### config.mk
export PLATFORM = sky130hd
export DESIGN_NAME = dou_mul
export DESIGN_NICKNAME = d
export VERILOG_FILES = /design/src/dou_pkg.sv /design/src/dou_mul.sv
export SDC_FILE = /design/constraint.sdc
export NUM_CORES = 2
export LEC_CHECK = 0
export BUFFER_PORTS_ARGS = -buffer_cell sky130_fd_sc_hd__buf_2
export CAP_MARGIN = 10
export CORE_ASPECT_RATIO = 0.75
export CORE_MARGIN = 3
export CORE_UTILIZATION = 65
export DETAILED_ROUTE_END_ITERATION = 7
export GPL_TIMING_DRIVEN = 0
export PLACE_DENSITY = 0.82
export SYNTH_ARGS = -nofsm -noshare
export SYNTH_HDL_FRONTEND = slang
export SYNTH_SLANG_ARGS = --single-unit
export TNS_END_PERCENT = 50
### constraint.sdc
create_clock -name clk -period 11.8 [get_ports clk]
set_input_delay 2.36 -clock clk [delete_from_list [all_inputs] [get_ports clk]]
set_output_delay 2.36 -clock clk [all_outputs]
set_load 0.005 [all_outputs]
### src/dou_pkg.sv
package dou_pkg;
  localparam int COUNT_WIDTH  = 32;
  localparam int CORDIC_STEPS = 16;
  localparam int STEP_W       = $clog2(CORDIC_STEPS + 1);

  localparam logic signed [33:0] PI_Q29      = 34'sd1686629713;
  localparam logic signed [33:0] HALF_PI_Q29 = 34'sd843314857;
  localparam logic signed [33:0] TWO_PI_Q29  = 34'sd3373259426;
  localparam logic signed [33:0] GAIN_Q30    = 34'sd652032874;

  localparam logic [31:0] COUNT_SCALE_RST = 32'd69578;
  localparam logic [23:0] INV_TRACK_RST   = 24'd233060;
  localparam logic [15:0] SAMPLE_RATE_RST = 16'd250;

  typedef enum logic [1:0] {
    CFG_COUNT_SCALE = 2'd0,
    CFG_INV_TRACK   = 2'd1,
    CFG_SAMPLE_RATE = 2'd2
  } cfg_idx_t;

  typedef enum logic [3:0] {
    S_IDLE, S_MR, S_ML, S_DIFF, S_PH, S_PL, S_PROD, S_CWAIT,
    S_MX, S_MY, S_LS, S_AS, S_DONE
  } state_t;

  function automatic logic signed [31:0] sat32(input logic signed [66:0] v);
    if (v > 67'sd2147483647) return 32'sh7fffffff;
    if (v < -67'sd2147483648) return 32'sh80000000;
    return v[31:0];
  endfunction

  function automatic logic signed [33:0] atan_q29(input logic [4:0] i);
    case (i)
      5'd0:  return 34'sd421657428;
      5'd1:  return 34'sd248918915;
      5'd2:  return 34'sd131521918;
      5'd3:  return 34'sd66762579;
      5'd4:  return 34'sd33510843;
      5'd5:  return 34'sd16771758;
      5'd6:  return 34'sd8387925;
      5'd7:  return 34'sd4194219;
      5'd8:  return 34'sd2097141;
      5'd9:  return 34'sd1048575;
      default: return 34'sd1 <<< (5'd29 - i);
    endcase
  endfunction
endpackage

### src/dou_mul.sv
module dou_mul
  import dou_pkg::*;
(
  input  logic               clk,
  input  logic signed [32:0] a,
  input  logic signed [32:0] b,
  output logic signed [65:0] p
);
  always_ff @(posedge clk) begin
    p <= a * b;
  end
endmodule

### After elaboration in Yosys (flattened, before gate mapping)

Cells that the tools add are included.

| word-level totals | value |
|---|---|
| bits in registers | 66 |
| input bits | 67 |
| output and inout bits | 66 |
| word-level logic and storage cells | 2 |

| cells by class | value |
|---|---|
| multipliers | 1 |

Operators by type and width:

| cell | number |
|---|---|
| $mul A33 B33 Y66 | 1 |

### Longest topological paths before layout

| logic depth | value |
|---|---|
| depth in word-level cells | 1 |
| gate-level depth with buffers | 27 |
| gate-level depth less buffers | 26 |

### Least setup slack after synthesis

OpenSTA, ideal clock, no wires.

| path | value |
|---|---|
| path kind | input -> register |
| from | input a[32] |
| to | register p[62] |
| setup time | 79 ps |
| arrival time | 9,517 ps |
| data required time | 11,721 ps |
| slack | 2,204 ps |
| stages on the path | 23 |
| path buffers | 2 |
| path through | clkbuf_1 > nand2_1 > inv_1 > fa_1 > fa_1 > fa_1 > fa_1 > fa_1 > fa_1 > fa_1 > inv_1 > fa_1 > inv_1 > ha_1 > clkbuf_1 > and3_1 > nand3_1 > nand2b_1 > a2111oi_4 > a211oi_4 > a21o_2 > a21o_1 > a211oi_2 |

| on the way | value |
|---|---|
| word-level cells in the longest chain between the ends | 1 |

Ends and longest elaborated chain:

| item | RTL line | text |
|---|---|---|
| start: declaration | dou_mul.sv:5 | `input logic signed [32:0] a,` |
| $mul A33 B33 Y66 | dou_mul.sv:10 | `p <= a * b;` |
| end signal: assignment | dou_mul.sv:10 |  |
| end: declaration | dou_mul.sv:7 | `output logic signed [65:0] p` |

Every way passes these cells.

### Final worst setup path

| path | value |
|---|---|
| from | input a[32] |
| to | register p[58] |

Same word-level chain as after synthesis.

==> key figures <==
Critical path
  • Worst setup path endpoint: p[58]
  • Crit. End Element: register
  • Crit-path most repeated cell: fa_1
  • Crit path DAT: 11.35 ns
  • CP bufs+invs: 8
  • Critical Path Max Stage Delay: about 1.2 ns
  • Worst Setup SP: a[32]
  • Crit. path cell count: 26
  • CP top delay family: adder cells
  • Startpoint Class: input port
  • Worst-path maximum fanout: 17
  • CP required: 12.05 ns
  • Slowest CP cell: fa_1
  • WS Path Type: in2reg

Synth
  • Cells after synthesis: 4338
  • Synth Cell Area: 40700 um2
  • Post-synth EDFFs: 0
  • Post-synth top flop: dfxtp_1
  • Ys Warns: 0
  • Post-synth ARST share: 0%
  • Syn nets: 5767
  • Syn Area/Cell: 9.39 um2
  • Count of different cell masters after synthesis: 80
  • Post-synthesis sequential area ratio: 3.24%
  • #FFs+latches synth: 66

Die
  • Core area: 61200 um2
  • Effective utilization at floorplan: between 60% and 70%
  • DIE HEIGHT: 223 um
  • Core Rows: 78
  • Chip width: 295 um
  • # IOs: 133
  • DIE AREA: 65700 um2

Global route
  • GR Util All Layers: 49.0%
  • Largest net degree at the start of global routing: 27
  • Vias in the first global route: 33411
  • Global-route wire length before repair: 226000 um
  • Initial antenna violation count: 16
  • Grt ovf: 0

STA
  • Final Max Slew Viols: 0
  • Rel. slew slack: 1.27%
  • Final Hold Fails: 0
  • # setup viols final: 0
  • Min cycle time layout: 11.10 ns
  • Setup TNS: 0 ns
  • Worst slew pin tran: 1.48 ns
  • Period Utilization, post-route: 94.0%
  • F_max: approximately 90 MHz
  • RSZ-0062 raised after global routing: no

Placement
  • Port Buffers: 132
  • Detailed placement HPWL: 131000 um
  • RD Place Congestion: 1.10
  • Cell total after placement: 5270

Layout
  • Most frequent cells in the layout: 1145 x fa_1, 1131 x inv_1, 562 x and2_1
  • Final Util: 69.9%
  • Largest registers: p: 66 flops
  • # fillers: 4823
  • Commonest non-fill, non-tap cell in the layout: fa_1
  • Fraction of layout cells with a size suffix above 1: 4.39%
  • Final nets: 5911
  • Area grow syn2layout: 4.99%
  • Largest reg by FF count: p
  • Max reg flops: between 60 and 70
  • Layout Cells excl Fill: ~5300

Clock network
  • Clk sink count: between 60 and 70
  • Clock-pin slew on the worst setup and hold paths: approximately 0.060 ns
  • Clock root buffer: clkbuf_16
  • H-tree Lvls: 3
  • CTS Buf Count: 9
  • Postcts setup bufs: 0
  • Max Root-Sink Buffers: 2
  • Post-CTS sizing: 0
  • Hold Buf Count CTS: 0
  • CTS tree: yes

Hold path
  • Hold crit path type: in2reg

Route
  • Pre-antenna DRT Iters: 8
  • Routed vias/inst: 6.05
  • Vias: about 32000
  • DR DRC count: 1
  • Final ANT Viol Nets: 0
  • First DRT Iteration DRCs: 3972
  • Routed wire length: around 150000 um
  • DR WL/cell: 29.0 um

Run
  • Maxcap violations: 0

Run status
  • Failing checks: DRC
  • Run status: complete, but fails checks
## metal layers
layer	vias to the layer above	GRT usage, %	wire (um)
met4	28	16.3	6880
li1	12634	-	-
met3	535	34.9	33400
met2	2759	60.2	56100
met1	16074	66.5	56800
met5	-	8.57	798
## cell families (layout without fill, tap and decap cells)
logic type                 after synthesis  count (layout)  share of synthesized area, %
adders and majority gates             1362            1362                          62.9
buffers and inverters                 1352            1501                          12.5
and+or+nand+nor                       1271            1271                          15.8
AOI/OAI and AO/OA                      219             219                          4.07
xor gates and xnor gates                68              68                          1.46
DFF                                     66              66                          3.24
other                                    0              10                             0
## metrics by stage
step / hold slack (ns) / area [um2] / setup WS, ns
after floorplan: 2.49 / 40700 / 2.20
after global placement: 2.72 / 42400 / 0.608
final: 2.36 / 42800 / 0.704
after detailed placement: 2.72 / 42400 / 0.627
after CTS: 2.34 / 42700 / 0.949
after global routing: 2.37 / 42800 / 0.432
## synth_stat cells (3+ instances only)
cell,number,area share [%]
and2_1,562,8.6
o21ai_0,25,0.31
o21a_1,6,0.11
a211oi_1,7,0.13
nand2_1,551,5.1
nand3_1,25,0.31
a21oi_2,3,0.065
ha_1,217,6.7
xor2_1,25,0.54
buf_2,11,0.14
o21ai_1,6,0.074
o31ai_4,3,0.16
clkbuf_1,208,1.9
nor2_1,68,0.63
a211o_1,6,0.13
a21oi_1,57,0.70
inv_1,1131,10
o211ai_1,4,0.074
a211oi_2,3,0.092
and4_1,5,0.11
dfxtp_1,66,3.2
nor3_1,7,0.086
a21o_1,36,0.66
a31oi_1,8,0.12
nand4_1,11,0.17
fa_1,1145,56
nand2b_1,12,0.18
o21bai_1,11,0.20
and3_1,5,0.077
or3_1,3,0.046
xnor2_1,43,0.92
nor2b_1,5,0.077
or2_2,3,0.046
## final cells by class
cell class	instances	area (um2)	area share [%]
timing repair buffer	133	676	1.58
multi-input combinational	2920	34300	80.2
tap	800	1000	2.34
antenna	10	25.0	0.0585
inverter	1131	4250	9.93
sequential	66	1320	3.09
clock buffer	12	256	0.600
buffer	221	851	1.99
clock inverter	4	73.8	0.173
## worst min path at each step
stage / startpoint / to / slack [ns] / cells after the start
after floorplan: a[0] / p[0] / 2.49 / 1
after global placement: a[0] / p[0] / 2.72 / 2
after detailed placement: a[0] / p[0] / 2.72 / 2
after CTS: a[0] / p[0] / 2.34 / 2
after global routing: a[0] / p[0] / 2.37 / 2
final: a[0] / p[0] / 2.36 / 2
Power is left out: the tool's default activity adds up to more than one toggle a clock period on the data nets, which glitch-free logic cannot reach.
